`src/spptm_pkg.sv`:
```
`default_nettype none
// ----------------------------------------------------------------------------
// spptm_pkg
// Types and constants shared by the page-map permission block.
// ----------------------------------------------------------------------------
package spptm_pkg;

	localparam int ENT         = 1024;
	localparam int ENT_W       = $clog2(ENT);
	localparam int PAGE_W      = 21;            // page number incl. the 4 GiB end mark
	localparam int POOL_TABLES = 8;
	localparam int POOL_W      = $clog2(POOL_TABLES);
	localparam int SLOT_W      = $clog2(POOL_TABLES + 1);
	localparam int TBL_AW      = SLOT_W + ENT_W;
	localparam int TBL_DEPTH   = (POOL_TABLES + 1) * ENT;
	localparam int OWN_W       = 11;

	localparam logic [1:0] FN_SET   = 2'd0;
	localparam logic [1:0] FN_CHECK = 2'd1;
	localparam logic [1:0] FN_QUERY = 2'd2;

	localparam logic [ENT_W-1:0] UC_ENTRY = ENT_W'(32'hFEC00000 >> 22);
	localparam logic [ENT_W-1:0] ENT_MAX  = ENT_W'(ENT - 1);

	typedef struct packed {
		logic lpage;
		logic cd;
		logic wt;
		logic u;
		logic w;
		logic p;
	} dflags_t;

	typedef struct packed {
		logic cd;
		logic wt;
		logic u;
		logic w;
		logic p;
	} tflags_t;

	typedef struct packed {
		logic re;
		logic we;
		logic [ENT_W-1:0] addr;
		dflags_t wdata;
	} dir_req_t;

	typedef struct packed {
		logic re;
		logic we;
		logic [TBL_AW-1:0] addr;
		tflags_t wdata;
	} tbl_req_t;

	typedef struct packed {
		logic is_large;
		logic is_uncached;
		logic is_write_through;
		logic is_writable;
		logic is_user;
		logic is_present;
		logic ok;
	} result_t;

	localparam dflags_t DIR_RST  = '{lpage: 1'b1, cd: 1'b0, wt: 1'b0, u: 1'b0, w: 1'b1, p: 1'b1};
	localparam dflags_t DIR0_RST = '{lpage: 1'b0, cd: 1'b0, wt: 1'b0, u: 1'b0, w: 1'b1, p: 1'b1};
	localparam dflags_t DIRUC_RST = '{lpage: 1'b1, cd: 1'b1, wt: 1'b1, u: 1'b0, w: 1'b1, p: 1'b1};
	localparam tflags_t LOW_RST  = '{cd: 1'b0, wt: 1'b0, u: 1'b0, w: 1'b1, p: 1'b1};

endpackage
`default_nettype wire

```
`src/spptm_seq.sv`:
```
`default_nettype none
// ----------------------------------------------------------------------------
// spptm_seq
// Page walker: reads directory and table entries, splits, writes back.
// ----------------------------------------------------------------------------
module spptm_seq import spptm_pkg::*; (
	input  wire logic        clk,
	input  wire logic        arst_n,
	input  wire logic        cfg_we,
	input  wire logic        cfg_wdata,
	input  wire logic        in_valid,
	output logic             in_ready,
	input  wire logic [1:0]  func,
	input  wire logic [31:0] address,
	input  wire logic [31:0] length,
	input  wire logic        want_present,
	input  wire logic        want_user,
	input  wire logic        want_writable,
	input  wire logic        need_write,
	output logic             out_valid,
	input  wire logic        out_ready,
	output result_t          out_data,
	output dir_req_t         dir_req,
	input  wire dflags_t     dir_rdata,
	output tbl_req_t         tbl_req,
	input  wire tflags_t     tbl_rdata
);

	typedef enum logic [8:0] {
		ST_CLEAR  = 9'b000000001,
		ST_IDLE   = 9'b000000010,
		ST_RD_DIR = 9'b000000100,
		ST_EV_DIR = 9'b000001000,
		ST_FILL   = 9'b000010000,
		ST_RD_TBL = 9'b000100000,
		ST_EV_TBL = 9'b001000000,
		ST_RESP   = 9'b010000000,
		ST_SPARE  = 9'b100000000
	} state_t;

	state_t               state_q, state_d;
	logic [1:0]           func_q, func_d;
	logic [PAGE_W-1:0]    page_q, page_d, last_q, last_d;
	logic                 fp_q, fu_q, fw_q, nw_q, fp_d, fu_d, fw_d, nw_d;
	logic [SLOT_W-1:0]    slot_q, slot_d;
	dflags_t              dcur_q, dcur_d;
	tflags_t              fill_q, fill_d;
	logic [ENT_W-1:0]     cnt_q, cnt_d;
	logic [OWN_W-1:0]     owner_q [POOL_TABLES];
	logic                 own_we;
	logic [SLOT_W-1:0]    own_slot;
	logic                 en_q;
	result_t              res_q, res_d, out_q, out_d;
	logic                 outv_q, outv_d;

	logic [32:0]          sum33, e33;
	logic [ENT_W-1:0]     idx;
	logic [OWN_W-1:0]     tag;
	logic                 hit, has_free, tbl_ok, found_ok;
	logic [SLOT_W-1:0]    hit_slot, free_slot, found_slot;
	logic [PAGE_W-1:0]    page_inc, page_big;
	logic                 eval_go, eval_lg;
	tflags_t              eval_f;

	assign idx = page_q[ENT_W+ENT_W-1:ENT_W];
	assign tag = OWN_W'(idx) + OWN_W'(1);
	assign sum33 = {1'b0, address} + {1'b0, length};
	assign e33 = sum33 - 33'd1;
	assign page_inc = page_q + PAGE_W'(1);
	assign page_big = page_q + PAGE_W'(ENT);

	// owner search over the pool slots
	always_comb begin
		hit = 1'b0;
		has_free = 1'b0;
		hit_slot = '0;
		free_slot = '0;
		for (int s = POOL_TABLES - 1; s >= 0; s--) begin
			if (owner_q[s] == tag) begin
				hit = 1'b1;
				hit_slot = SLOT_W'(s + 1);
			end
			if (owner_q[s] == '0) begin
				has_free = 1'b1;
				free_slot = SLOT_W'(s + 1);
			end
		end
	end

	assign tbl_ok = dir_rdata.p & ~dir_rdata.lpage;
	assign found_ok = tbl_ok & ((idx == '0) | hit);
	assign found_slot = (idx == '0) ? '0 : hit_slot;

	always_comb begin
		state_d = state_q;
		func_d = func_q;
		page_d = page_q;
		last_d = last_q;
		fp_d = fp_q;
		fu_d = fu_q;
		fw_d = fw_q;
		nw_d = nw_q;
		slot_d = slot_q;
		dcur_d = dcur_q;
		fill_d = fill_q;
		cnt_d = cnt_q;
		res_d = res_q;
		out_d = out_q;
		outv_d = outv_q;
		own_we = 1'b0;
		own_slot = free_slot;
		dir_req = '0;
		tbl_req = '0;
		eval_go = 1'b0;
		eval_lg = 1'b0;
		eval_f = '0;
		if (out_ready) begin
			outv_d = 1'b0;
		end
		unique case (state_q)
			ST_CLEAR: begin
				dir_req.we = 1'b1;
				dir_req.addr = cnt_q;
				dir_req.wdata = (cnt_q == '0) ? DIR0_RST :
					(cnt_q == UC_ENTRY) ? DIRUC_RST : DIR_RST;
				tbl_req.we = 1'b1;
				tbl_req.addr = TBL_AW'(cnt_q);
				tbl_req.wdata = (cnt_q == '0) ? tflags_t'('0) : LOW_RST;
				cnt_d = cnt_q + ENT_W'(1);
				if (cnt_q == ENT_MAX) begin
					state_d = ST_IDLE;
				end
			end
			ST_IDLE: begin
				if (in_valid) begin
					func_d = func;
					fp_d = want_present;
					fu_d = want_user;
					fw_d = want_writable;
					// a zero-length check only asks for a user page
					nw_d = need_write & (length != '0);
					page_d = {1'b0, address[31:12]};
					res_d = '0;
					state_d = ST_RESP;
					priority if (func == FN_SET) begin
						last_d = {1'b0, sum33[31:12]} + PAGE_W'(|sum33[11:0]);
						if (en_q && length != '0 && !sum33[32]) begin
							state_d = ST_RD_DIR;
						end
					end else if (func == FN_CHECK) begin
						last_d = (length == '0) ? {1'b0, address[31:12]} : {1'b0, e33[31:12]};
						if (address == '0) begin
							res_d.ok = (length == '0);
						end else if (length == '0 || !e33[32]) begin
							state_d = ST_RD_DIR;
						end
					end else if (func == FN_QUERY) begin
						state_d = ST_RD_DIR;
					end else begin
						state_d = ST_RESP;
					end
				end
			end
			ST_RD_DIR: begin
				dir_req.re = 1'b1;
				dir_req.addr = idx;
				state_d = ST_EV_DIR;
			end
			ST_EV_DIR: begin
				dcur_d = dir_rdata;
				if (func_q == FN_SET) begin
					if (dir_rdata.lpage && page_q[ENT_W-1:0] == '0 &&
						(last_q - page_q) >= PAGE_W'(ENT)) begin
						dir_req.we = 1'b1;
						dir_req.addr = idx;
						dir_req.wdata = '{lpage: 1'b1, cd: dir_rdata.cd, wt: dir_rdata.wt,
							u: fu_q, w: fw_q, p: fp_q};
						page_d = page_big;
						if (page_big >= last_q) begin
							res_d.ok = 1'b1;
							state_d = ST_RESP;
						end else begin
							state_d = ST_RD_DIR;
						end
					end else if (found_ok) begin
						slot_d = found_slot;
						state_d = ST_RD_TBL;
					end else if (tbl_ok) begin
						state_d = ST_RESP;
					end else if (hit) begin
						slot_d = hit_slot;
						state_d = ST_RD_TBL;
					end else if (has_free) begin
						// split: claim a pool table and fill it from the large entry
						own_we = 1'b1;
						slot_d = free_slot;
						fill_d = '{cd: dir_rdata.cd, wt: dir_rdata.wt, u: dir_rdata.u,
							w: dir_rdata.w, p: 1'b1};
						dcur_d = '{lpage: 1'b0, cd: 1'b0, wt: 1'b0, u: dir_rdata.u,
							w: 1'b1, p: 1'b1};
						dir_req.we = 1'b1;
						dir_req.addr = idx;
						dir_req.wdata = dcur_d;
						cnt_d = '0;
						state_d = ST_FILL;
					end else begin
						state_d = ST_RESP;
					end
				end else begin
					if (dir_rdata.p && dir_rdata.lpage) begin
						eval_go = 1'b1;
						eval_lg = 1'b1;
						eval_f = '{cd: dir_rdata.cd, wt: dir_rdata.wt, u: dir_rdata.u,
							w: dir_rdata.w, p: 1'b1};
					end else if (found_ok) begin
						slot_d = found_slot;
						state_d = ST_RD_TBL;
					end else begin
						eval_go = 1'b1;
					end
				end
			end
			ST_FILL: begin
				tbl_req.we = 1'b1;
				tbl_req.addr = {slot_q, cnt_q};
				tbl_req.wdata = fill_q;
				cnt_d = cnt_q + ENT_W'(1);
				if (cnt_q == ENT_MAX) begin
					state_d = ST_RD_TBL;
				end
			end
			ST_RD_TBL: begin
				tbl_req.re = 1'b1;
				tbl_req.addr = {slot_q, page_q[ENT_W-1:0]};
				state_d = ST_EV_TBL;
			end
			ST_EV_TBL: begin
				if (func_q == FN_SET) begin
					tbl_req.we = 1'b1;
					tbl_req.addr = {slot_q, page_q[ENT_W-1:0]};
					tbl_req.wdata = '{cd: tbl_rdata.cd, wt: tbl_rdata.wt,
						u: fu_q, w: fw_q, p: fp_q};
					if (fu_q) begin
						dir_req.we = 1'b1;
						dir_req.addr = idx;
						dir_req.wdata = dcur_q;
						dir_req.wdata.u = 1'b1;
					end
					page_d = page_inc;
					if (page_inc >= last_q) begin
						res_d.ok = 1'b1;
						state_d = ST_RESP;
					end else begin
						state_d = ST_RD_DIR;
					end
				end else begin
					eval_go = 1'b1;
					eval_f = tbl_rdata;
				end
			end
			ST_RESP: begin
				if (!outv_q || out_ready) begin
					outv_d = 1'b1;
					out_d = res_q;
					state_d = ST_IDLE;
				end
			end
			default: begin
				state_d = ST_IDLE;
			end
		endcase

		// verdict on one looked-up page for check and query
		if (eval_go) begin
			res_d = '0;
			if (func_q == FN_QUERY) begin
				res_d.ok = eval_f.p & eval_f.u;
				res_d.is_present = eval_f.p;
				res_d.is_user = eval_f.u;
				res_d.is_writable = eval_f.w;
				res_d.is_write_through = eval_f.wt;
				res_d.is_uncached = eval_f.cd;
				res_d.is_large = eval_lg;
				state_d = ST_RESP;
			end else if (!(eval_f.p && eval_f.u && (!nw_q || eval_f.w))) begin
				state_d = ST_RESP;
			end else if (page_q >= last_q) begin
				res_d.ok = 1'b1;
				state_d = ST_RESP;
			end else begin
				page_d = page_inc;
				state_d = ST_RD_DIR;
			end
		end
	end

	always_ff @(posedge clk or negedge arst_n) begin
		if (!arst_n) begin
			state_q <= ST_CLEAR;
			cnt_q <= '0;
			outv_q <= 1'b0;
			en_q <= 1'b1;
			for (int s = 0; s < POOL_TABLES; s++) begin
				owner_q[s] <= '0;
			end
		end else begin
			state_q <= state_d;
			cnt_q <= cnt_d;
			outv_q <= outv_d;
			if (cfg_we) begin
				en_q <= cfg_wdata;
			end
			if (own_we) begin
				owner_q[POOL_W'(own_slot - SLOT_W'(1))] <= tag;
			end
		end
	end

	always_ff @(posedge clk) begin
		func_q <= func_d;
		page_q <= page_d;
		last_q <= last_d;
		fp_q <= fp_d;
		fu_q <= fu_d;
		fw_q <= fw_d;
		nw_q <= nw_d;
		slot_q <= slot_d;
		dcur_q <= dcur_d;
		fill_q <= fill_d;
		res_q <= res_d;
		out_q <= out_d;
	end

	assign in_ready = (state_q == ST_IDLE);
	assign out_valid = outv_q;
	assign out_data = out_q;

endmodule
`default_nettype wire

```
`config.mk`:
```
export PLATFORM = sky130hd
export DESIGN_NAME = spptm_seq
export DESIGN_NICKNAME = d
export VERILOG_FILES = /design/src/spptm_pkg.sv /design/src/spptm_seq.sv
export SDC_FILE = /design/constraint.sdc
export NUM_CORES = 1
export LEC_CHECK = 0
export ABC_AREA = 1
export BUFFER_PORTS_ARGS = -buffer_cell sky130_fd_sc_hd__clkbuf_2
export CAP_MARGIN = 20
export CORE_MARGIN = 2
export CORE_UTILIZATION = 40
export CTS_BUF_LIST = sky130_fd_sc_hd__clkbuf_16
export DETAILED_ROUTE_END_ITERATION = 10
export GPL_ROUTABILITY_DRIVEN = 0
export PLACE_DENSITY_LB_ADDON = 0.05
export SLEW_MARGIN = 30
export SYNTH_ARGS = -nofsm -noshare
export SYNTH_HDL_FRONTEND = slang
export SYNTH_SLANG_ARGS = --single-unit
```
`constraint.sdc`:
```
create_clock -name clk -period 3.4 [get_ports clk]
set_clock_uncertainty 0.2 [all_clocks]
set_input_delay 0.68 -clock clk [delete_from_list [all_inputs] [get_ports clk]]
set_output_delay 0.68 -clock clk [all_outputs]
set_load 0.05 [all_outputs]
```
==> results of run 1 <==
[metal layers]
metal  part of all wire [%]  global-route usage [%]  vias up
met5                      0                       0        -
met4                    3.7                    12.0        0
met3                    6.1                    4.64      171
met2                     47                    52.9      769
met1                     43                    40.3    10300
li1                       -                       -    10700
[worst register-to-register path, delay by kind of cell, from the launching register on]
kind / cells / cell delay (ps)
flops: 1 / 360
simple gates: 13 / 1310
compound gates: 2 / 240
fa+ha+maj: 1 / 270
buf+inv: 16 / 1760
[state kept, by name, summed over array words and instances (netlist names)]
name and cells:
owner_q 88, last_q 21, page_q 21, cnt_q 10
state_q 8, out_data 7, res_q 7, dcur_q 5
fill_q 4, slot_q 4, func_q 2, en_q 1
fp_q 1, fu_q 1, fw_q 1, nw_q 1
out_valid 1
[worst paths after layout]
check / from / endpoint / slack [ps]
worst max-delay path: page_q[11] / dir_req[2] / -1060
worst min-delay path: want_user / fu_q / 150
worst max register to register: page_q[11] / page_q[20] / -840
worst min register to register: res_q[2] / out_data[2] / 220
max in group asynchronous: arst_n / owner_q[67] / 1700
min in group asynchronous: arst_n / cnt_q[9] / 510
[kinds of logic after synthesis]
group                    count (synthesis)
AND/OR/NAND/NOR                       1591
flip-flops                             183
adder cells (fa/ha/maj)                106
XOR/XNOR                                75
AO/OA/AOI/OAI                          366
buffers and inverters                  508
[synthesized netlist by cell type (3+ instances only)]
cell,n
and2_1,7
a31oi_1,3
inv_1,436
o21ai_0,78
nor3b_1,10
nand3_1,175
xnor2_1,14
ha_1,105
nor2_1,281
a41oi_1,4
o22ai_1,24
buf_6,20
xor2_1,61
clkinv_1,4
o31ai_1,3
buf_2,15
nor4_1,41
nand2_4,11
o21ai_2,89
nand3b_1,16
a21oi_1,103
inv_2,4
o21ai_1,8
nand2_2,14
clkbuf_1,19
o211ai_1,21
nor2_2,11
dfrtp_1,106
dfxtp_1,21
buf_4,5
or2_2,6
nand2_1,875
a211oi_1,5
nor3_1,48
a22oi_1,5
buf_1,4
edfxtp_1,54
a221oi_1,6
o21a_1,3
and3_1,3
nand4_1,81
[report_power, final]
group          total (uW)  switching, uW  internal (uW)  leakage, uW
registers            2970            316           2650      0.00213
clock network        2120           1100           1020     0.000294
logic               13300           7840           5460       0.0114
[per-stage QoR]
stage	std cells	TNS [ps]	hold slack [ps]	worst slack [ps]	power, uW
finish	4184	-110780	152	-1060	18400
global route	4184	-137830	142	-1220	19600
CTS	4154	-99810	131	-988	17400
detailed placement	4066	-61690	208	-659	14000
global placement	4066	-59360	203	-661	13900
floorplan	2829	-3930	184	-271	9080
[cell type report]
type,instances,area (sq um)
fillers,4177,17700
clock inverters,14,160
repair inverters,4,53.8
well taps,600,751
multi-input cells,2160,13200
repair buffers,760,6220
flip-flops and latches,183,4770
inverters,445,1730
clock buffers,18,450
[repair_timing]
action	4_1_cts	5_1_grt
resized for setup	160	148
hold endpoints to repair	33	0
cloned	11	16
hold buffers	1	0
pin swaps	35	30
endpoints found under the setup margin	174	199
setup buffers	44	15
==> results.md, run 1 <==
- Main combinational cell family by area after synthesis: simple AND/OR/NAND/NOR gates
- Diodes inserted: 0
- Placed cell area: 0.0246 sq mm
- Final Max Tran Viols: 0
- Worst Setup Start Kind: flip-flop
- Die ar.: 0.0471 sq mm
- Clk buf depth: 2
- Post-synthesis xor/xnor area fraction: 3.62%
- Final setup violation count: 147
- Crit-path slowest cell: dfxtp_4
- Max-cap violations: 0
- Peak supply drop: 0.575 mV
- Hpwl dp: 58800 microns
- Final wirelength: 75400 microns
- Total GRT Usage: 31.3%
- Pwr dens: 672 mW/mm^2
- Tmin final: 4460 ps
- Initial antenna violation count: 0
- Synth area leader: nand2_1
- CP dominant cell by count: nand2_2
- Compound-gate portion of the synthesized area: 13.1%
- Util after Layout: 60.7%
- Post-layout instance area: 0.0274 sq mm
- First-pass GRT wire length: 114000 microns
- 1st-iter DRT viols: 1753
- Drt wl/cell: 18.0 microns
- Worst Path Buf+Inv: 8
- Largest net degree at the start of global routing: 49
- FFs w/ async S/R, synth: 59.0%
- Family with the most delay on the worst path: simple AND/OR/NAND/NOR gates
- CORE AREA: 0.0451 sq mm
- Leading cell types in the layout, fill and taps excluded: nand2_1 (800), buf_4 (587), inv_1 (405), nor2_1 (241), nand3_1 (149)
- Netlist Area Pre-Place: 0.0181 sq mm
- Number of global-route vias before repair: 21000
- Avg Vias per Cell: 5.26
- Initial Util: 40.2%
- Worst Hold Class: in2reg
- Rel. slew slack: 15.7%
- Yosys Warn Count: 0
- Layout Nets: 3764
- Worst-margin pin slew: 1260 ps
- DIE HEIGHT: 217 microns
- Largest stage delay on the critical path: 360 ps
- Synth Net Count: 3022
- Hold Vio Cnt, Final: 0
- # rows: 78
- Antenna-violating nets left: 0
- Yosys reg bits: 183
- Critical path cell sequence: buf_6 -> inv_6 -> buf_12 -> ha_4 -> inv_2 -> nor2_4 -> nand2_2 -> nor2_4 -> nand2_2 -> nand3_2 -> nand2_1 -> nand2_2 -> nand3_2 -> nand3b_1 -> nand4_1 -> nor2_1 -> nand3_1 -> nand2_2 -> inv_2 -> nand3_4 -> buf_4 -> buf_6 -> o211ai_1 -> clkbuf_16
- PortBufs: 134
- Unrepaired setup endpoints after global routing: yes
- Synth top area share: 18.1%
- Commonest non-fill, non-tap cell in the layout: nand2_1
- CP max FO: 4
- Hold path cells: 1
- Worst reg-to-reg path cell count: 32
- Violated checks: setup timing
- Detailed Routing Iterations Pass 1: 6
- Leak: 0.0138 uW
- DRC Markers: 0
- Critical setup path kind: reg2out
- GRT Residual Overflow: 0
- Synth Area per Inst: 6.41 sq um
- Clk_lat worst skew: 500 ps
- Via count: 22000
- Post-synthesis adder-cell area fraction: 7.35%
- Area delta synth->final: 50.8%
- CP arrival: 3580 ps
- Largest cells by area after synthesis: nand2_1 (18%), dfrtp_1 (15%), inv_1 (9.0%)
- Register area share after synthesis: 26.2%
- Worst setup margin: -1060 ps
- Die W: 217 microns
- Mux contribution to synthesized area: 0%
- CTS tree: done
- Final period utilization: 131%
- Top FF cell, synth: dfrtp_1
- Crit path depth: 24
- Post-Synth Simple-Gate Area: 38.1%
- Post-synth EDFFs: 54
- Htree depth: 4
- Status: complete, but fails checks
- Critical Path Sink Type: primary output
- IO Pins: 135
- Synthesized netlist cell count: 2829
- Yosys cell types: 62
- Cts bufs inserted: 17
- Clock Tree Root: clkbuf_16
- Reg clk slew, reported paths: 80 ps
- Clock sinks: 183
- Share of post-route cells with drive strength above 1: 34.8%
- Critical Path RT: 2520 ps
- Fmax: 0.224 GHz
No activity file was read; power rests on OpenSTA's default activity.
==> run 2: changes to the inputs <==
SLEW_MARGIN = 20   (was 30)
clock period = 4.55 ns   (was 3.4 ns; I/O delays follow)
==> run 2 against run 1 <==
The run still ends with setup timing left. Final area down 19%. Via count decreased by 11%. Setup slack better by 1000 ps. Die area stayed put. Wire length down 11%. Critical path depth decreased by 3. Register-to-register slack improved by 1300 ps. Cell count down 11%. Critical path type unchanged. Highest routed layer unchanged.
==> results.md, run 2 (same netlist as run 1, synthesis figures left out) <==
- Avg Vias per Cell: 5.31
- Leading cell types in the layout, fill and taps excluded: nand2_1 (830), inv_1 (404), nor2_1 (263), nand3_1 (166), buf_4 (155)
- Antenna-violating nets left: 0
- Peak supply drop: 0.401 mV
- Initial Util: 40.2%
- Reg clk slew, reported paths: 90 ps
- Commonest non-fill, non-tap cell in the layout: nand2_1
- Clk_lat worst skew: 510 ps
- Placed cell area: 0.0203 sq mm
- Cell Count, Final, Fillers Out: 3703
- Drt wl/cell: 18.1 microns
- Total GRT Usage: 28.5%
- Critical Path RT: 3440 ps
- Share of post-route cells with drive strength above 1: 20.7%
- Setup TNS: -22.9 ps
- Clock Tree Root: clkbuf_16
- Regs by FF count: owner_q (88), last_q (21), page_q (21)
- Layout Nets: 3282
- Final Max Tran Viols: 0
- Crit-path slowest cell: dfxtp_4
- PortBufs: 134
- Largest stage delay on the critical path: 410 ps
- Clock sinks: 183
- Area delta synth->final: 22.4%
- # rows: 78
- Util after Layout: 49.3%
- Largest net degree at the start of global routing: 75
- Worst Setup Start Kind: flip-flop
- Clk buf depth: 2
- CORE AREA: 0.0451 sq mm
- Reg-to-Reg Start: page_q[1]
- Worst setup margin: -22.9 ps
- DIE HEIGHT: 217 microns
- GRT Residual Overflow: 0
- DRC Markers: 0
- Cts bufs inserted: 17
- Critical path cell sequence: inv_6 -> ha_4 -> inv_4 -> nor2_4 -> nand2_1 -> nor2_2 -> nand2_1 -> nand3_1 -> nand2_1 -> nand2_2 -> nand3_1 -> nand3b_1 -> nand4_1 -> nor2_1 -> nand3_1 -> nand2_2 -> inv_2 -> nand3_2 -> buf_6 -> o211ai_1 -> clkbuf_16
- Worst reg-to-reg path cell count: 21
- R2R Setup Slk: 410 ps
- Initial antenna violation count: 1
- Post-layout instance area: 0.0222 sq mm
- Critical Path Sink Type: primary output
- CTS tree: done
- First-pass GRT wire length: 104000 microns
- Largest Register: owner_q
- 1st-iter DRT viols: 1436
- Violated checks: setup timing
- Final wirelength: 67100 microns
- Rel. slew slack: 31.6%
- Die W: 217 microns
- Via count: 19700
- Reg-to-reg endpoint: state_q[2]
- IO Pins: 135
- Number of global-route vias before repair: 18700
- Max-cap violations: 0
- Max reg flops: 88
- CP arrival: 3460 ps
- Final period utilization: 101%
- Hold Vio Cnt, Final: 0
- Hold Buf Count CTS: 0
- Fillers: 4636
- CP max FO: 6
- Detailed Routing Iterations Pass 1: 5
- Critical setup path kind: reg2out
- Pwr dens: 508 mW/mm^2
- Leak: 0.0113 uW
- Status: complete, but fails checks
- Die ar.: 0.0471 sq mm
- Final setup violation count: 1
- Worst Hold Class: in2async
- Dpl ws: 1.18 ps
- Placed insts: 3605
- Htree depth: 4
- Fmax: 0.219 GHz
- Worst-margin pin slew: 1030 ps
- Unrepaired setup endpoints after global routing: yes
- Tmin final: 4570 ps
- Hpwl dp: 53300 microns
[run 2: changes by cell type in the layout (fill, tap and decap cells not counted), sizes merged]
cell / before / now
clkinvlp: 2 / 4
buf: 657 / 190
clkbuf: 120 / 131
nand2: 922 / 900
clkinv: 14 / 10
inv: 447 / 446
diode: 0 / 1
dlygate4sd3: 1 / 0
[run 2: worst max-delay path, delay by kind of cell (launching register included)]
| family | cells | cell delay, ps |
|---|---|---|
| fa+ha+maj | 1 | 300 |
| buf+inv | 5 | 570 |
| flops | 1 | 410 |
| compound gates | 1 | 280 |
| simple gates | 14 | 1370 |
[run 2: through the flow]
step / hold slack, ps / power, uW
CTS: 164 / 10700
floorplan: 200 / 6460
global route: 200 / 12100
detailed placement: 205 / 8620
global placement: 201 / 8560
finish: 161 / 11300
[run 2: routing by layer]
metal  share of wire, %  vias up  global-route usage (%)  wire length, microns
li1                   -     9736                       -                     -
met1                 46     9210                    38.8                 30800
met2                 46      616                    46.2                 30500
met3                5.5      109                    3.93                  3710
met4                3.0        0                    10.1                  2010
met5                  0        -                       0                     0
[run 2: cell type report]
type,instances,area [sq um],area share [%]
Sequential cell,183,4780,21.5
Inverter,445,1700,7.67
Multi-Input combinational cell,2138,12000,54.0
Tap cell,600,751,3.38
Antenna cell,1,2.50,0.0113
Timing Repair Buffer,304,2400,10.8
Clock inverter,15,138,0.620
Clock buffer,17,425,1.92
[run 2: repair_timing]
action | CTS | global route
setup endpoints to repair | 17 | 17
buffers inserted | 28 | 37
pin swaps | 24 | 21
resized for setup | 137 | 98
[run 2: worst max-delay path by stage]
stage / start / to / slack (ps) / depth (start not counted)
6_report: page_q[11] / dir_req[4] / -20 / 21
5_1_grt: page_q[11] / dir_req[4] / -220 / 21
4_1_cts: page_q[11] / dir_req[10] / -30 / 19
3_5_place_dp: address[2] / last_q[19] / 1 / 22
3_3_place_gp: length[8] / last_q[20] / -30 / 24
2_1_floorplan: state_q[7] / dir_req[6] / 250 / 9
[run 2: power by group]
group / leakage, uW / switching (uW) / internal (uW)
logic: 0.00888 / 4740 / 2760
registers: 0.00213 / 281 / 1990
clock network: 0.000265 / 786 / 717
==> run 3: changes to the inputs <==
ABC_AREA = not set   (was 1)
SETUP_SLACK_MARGIN = 0.3   (was not set)
==> run 3 against run 2 <==
The run still ends with setup timing left. Synthesized cell count down 33%. Final area up 6.8%. First-iteration DRC count up 15%. Count of clock-buffer cells in the layout up 1. Global-route usage up 2.3 points. Register-to-register slack worse by 1400 ps. Cell count down 19%. Utilization up 11 points. Worst hold slack better by 73 ps. Wire length down 2.8%. Area after synthesis down 12%. Critical endpoint is now dir_req[2]. Highest routed layer unchanged.
==> results.md, run 3 <==
- Max-cap violations: 0
- DIE HEIGHT: 204 microns
- Leak: 0.0104 uW
- GRT Residual Overflow: 0
- Largest stage delay on the critical path: 500 ps
- Detailed Routing Iterations Pass 1: 8
- Clk_lat worst skew: 450 ps
- R2R Setup Slk: -1000 ps
- Met1 Track Usage GR: 46.0%
- Synth cell count leaders: nor2_1 (154), nand2_1 (150), o21ai_0 (144)
- Post-layout instance area: 0.0237 sq mm
- Total power: 10300 uW
- Status: complete, but fails checks
- Critical setup path kind: reg2out
- Met3 Use GR: 6.49%
- Diodes inserted: 0
- Via count: 17300
- Critical path cell sequence: buf_4 -> ha_2 -> a21o_1 -> a2111o_1 -> o21ai_4 -> nor3_2 -> or3_1 -> or4_4 -> nor4b_4 -> buf_6 -> buf_6 -> buf_6 -> buf_6 -> buf_6 -> buf_6 -> or2_4 -> nand3_4 -> nor2_4 -> nand2_4 -> nand2_8 -> buf_12
- Regs by FF count: owner_q (88), last_q (21), page_q (21)
- Initial antenna violation count: 0
- DRC Markers: 0
- FFs w/ async S/R, synth: 59.0%
- Yosys cell types: 101
- Die ar.: 0.0415 sq mm
- Critical Path RT: 3440 ps
- IO Pins: 135
- Clock Tree Root: clkbuf_16
- Peak supply drop: 0.316 mV
- Worst Setup SP: last_q[4]
- Yosys Warn Count: 0
- Total GRT Usage: 30.7%
- Htree depth: 4
- Synthesized netlist cell count: 1886
- Drt wl/cell: 21.7 microns
- 1st-iter DRT viols: 1658
- CTS tree: done
- First-pass GRT wire length: 97100 microns
- Rel. slew slack: 35.4%
- Largest Register: owner_q
- Reg-to-Reg Start: last_q[4]
- Avg Vias per Cell: 5.76
- Clk buf depth: 2
- Hpwl dp: 49800 microns
- Family with the most delay on the worst path: simple AND/OR/NAND/NOR gates
- CP dominant cell by count: buf_6
- Tmin final: 5570 ps
- Violated checks: setup timing
- Final period utilization: 123%
- Yosys reg bits: 183
- Share of post-route cells with drive strength above 1: 40.4%
- Reg area: 0.00475 sq mm
- Leading cell types in the layout, fill and taps excluded: buf_4 (434), nor2_1 (132), nand2_1 (123), clkbuf_2 (113), a21oi_1 (110)
- Crit path depth: 21
- Cts bufs inserted: 17
- Post-synth EDFFs: 54
- Pwr dens: 435 mW/mm^2
- Worst reg-to-reg path cell count: 27
- HP Start: res_q[5]
- Count leader, synth: nor2_1
- Fmax: 0.179 GHz
- Placed cell area: 0.0211 sq mm
- Number of global-route vias before repair: 16300
- Worst Path Buf+Inv: 8
- Met2 Use GR: 45.1%
- Crit-path slowest cell: or4_4
- Layer with the highest usage: met1
- Critical Path Sink Type: primary output
- Initial Util: 40.4%
- Worst Hold Class: reg2reg
- Fillers: 3500
- PortBufs: 134
- Netlist Area Pre-Place: 0.0160 sq mm
- CP arrival: 4460 ps
- Final Max Tran Viols: 0
- Dpl ws: -608 ps
- Register area share after synthesis: 29.7%
- Setup TNS: -77900 ps
- Layout Nets: 2659
- CORE AREA: 0.0395 sq mm
- # rows: 73
- Die W: 204 microns
- Final setup violation count: 137
- Synth top area share: 16.6%
- Unrepaired setup endpoints after global routing: yes
- Worst-margin pin slew: 966 ps
- Final wirelength: 65200 microns
- Clock sinks: 183
- Largest cells by area after synthesis: dfrtp_1 (17%), edfxtp_1 (10%), ha_1 (8.2%)
- Multi-input combinational cell area: 0.0120 sq mm
- Max reg flops: 88
- Critical path destination: dir_req[2]
- Largest net degree at the start of global routing: 67
- Synth Area per Inst: 8.47 sq um
- Reg clk slew, reported paths: 80 ps
- Synth Net Count: 2079
- Worst setup margin: -1020 ps
- Hold_ws: 234 ps
- Commonest non-fill, non-tap cell in the layout: buf_4
- CP max FO: 3
- Hold Vio Cnt, Final: 0
- Worst Setup Start Kind: flip-flop
- Hold Buf Count CTS: 0
- Reg-to-reg endpoint: owner_q[44]
- Antenna-violating nets left: 0
- Top FF cell, synth: dfrtp_1
- Synth area leader: dfrtp_1
- Area delta synth->final: 48.5%
- Hold path cells: 0
[run 3: changes by cell type after synthesis, sizes merged, moves of 41 or more]
cell / delta
nand2: -750
inv: -371
nor2: -137
nand3: -127
xnor2: +98
mux2: +73
nand4: -44
clkbuf: +41
[run 3: area by class of cell]
cell class,instances,area share [%]
well taps,525,2.77
clock inverters,14,0.596
inverters,73,1.23
multi-input cells,1534,50.4
repair buffers,657,23.0
flip-flops and latches,183,20.0
clock buffers,18,1.90
[run 3: stage by stage]
stage	instances	util (%)
2_1_floorplan	1886	-
3_3_place_gp	2884	53.4
3_5_place_dp	2884	53.4
4_1_cts	2965	57.7
5_1_grt	3004	60.0
6_report	3004	60.0
[run 3: logic make-up after synthesis]
| kind of cell | after synthesis | share of synthesized area [%] |
|---|---|---|
| AND/OR/NAND/NOR | 669 | 21.8 |
| flip-flops | 183 | 29.7 |
| buffers and inverters | 169 | 4.36 |
| multiplexers | 77 | 5.54 |
| adder cells (fa/ha/maj) | 106 | 8.35 |
| XOR/XNOR | 168 | 9.55 |
| AO/OA/AOI/OAI | 514 | 20.7 |
[run 3: how the worst min path moves through the flow]
stage	slack, ps	endpoint
5_1_grt	250	out_data[2]
6_report	230	out_data[5]
4_1_cts	230	out_data[5]
2_1_floorplan	200	out_data[0]
3_3_place_gp	210	out_data[5]
3_5_place_dp	210	out_data[2]
[run 3: routing by layer]
layer | up-vias | part of all wire, % | wire, microns
met5 | - | 0 | 0
met4 | 0 | 2.2 | 1410
met3 | 95 | 9.1 | 5940
met2 | 700 | 42 | 27600
met1 | 8344 | 46 | 30300
li1 | 8164 | - | -
[run 3: power breakdown]
group	leakage, uW	switching (uW)	internal, uW	total (uW)
clock network	0.000291	733	802	1540
registers	0.00211	246	1950	2190
logic	0.00802	3700	2880	6590
[run 3: timing repair]
item,CTS,global route
resized for setup,169,146
setup endpoints to repair,142,185
buffers inserted,41,38
endpoints found under the hold margin,0,0
cloned,8,1
pin swaps,49,63
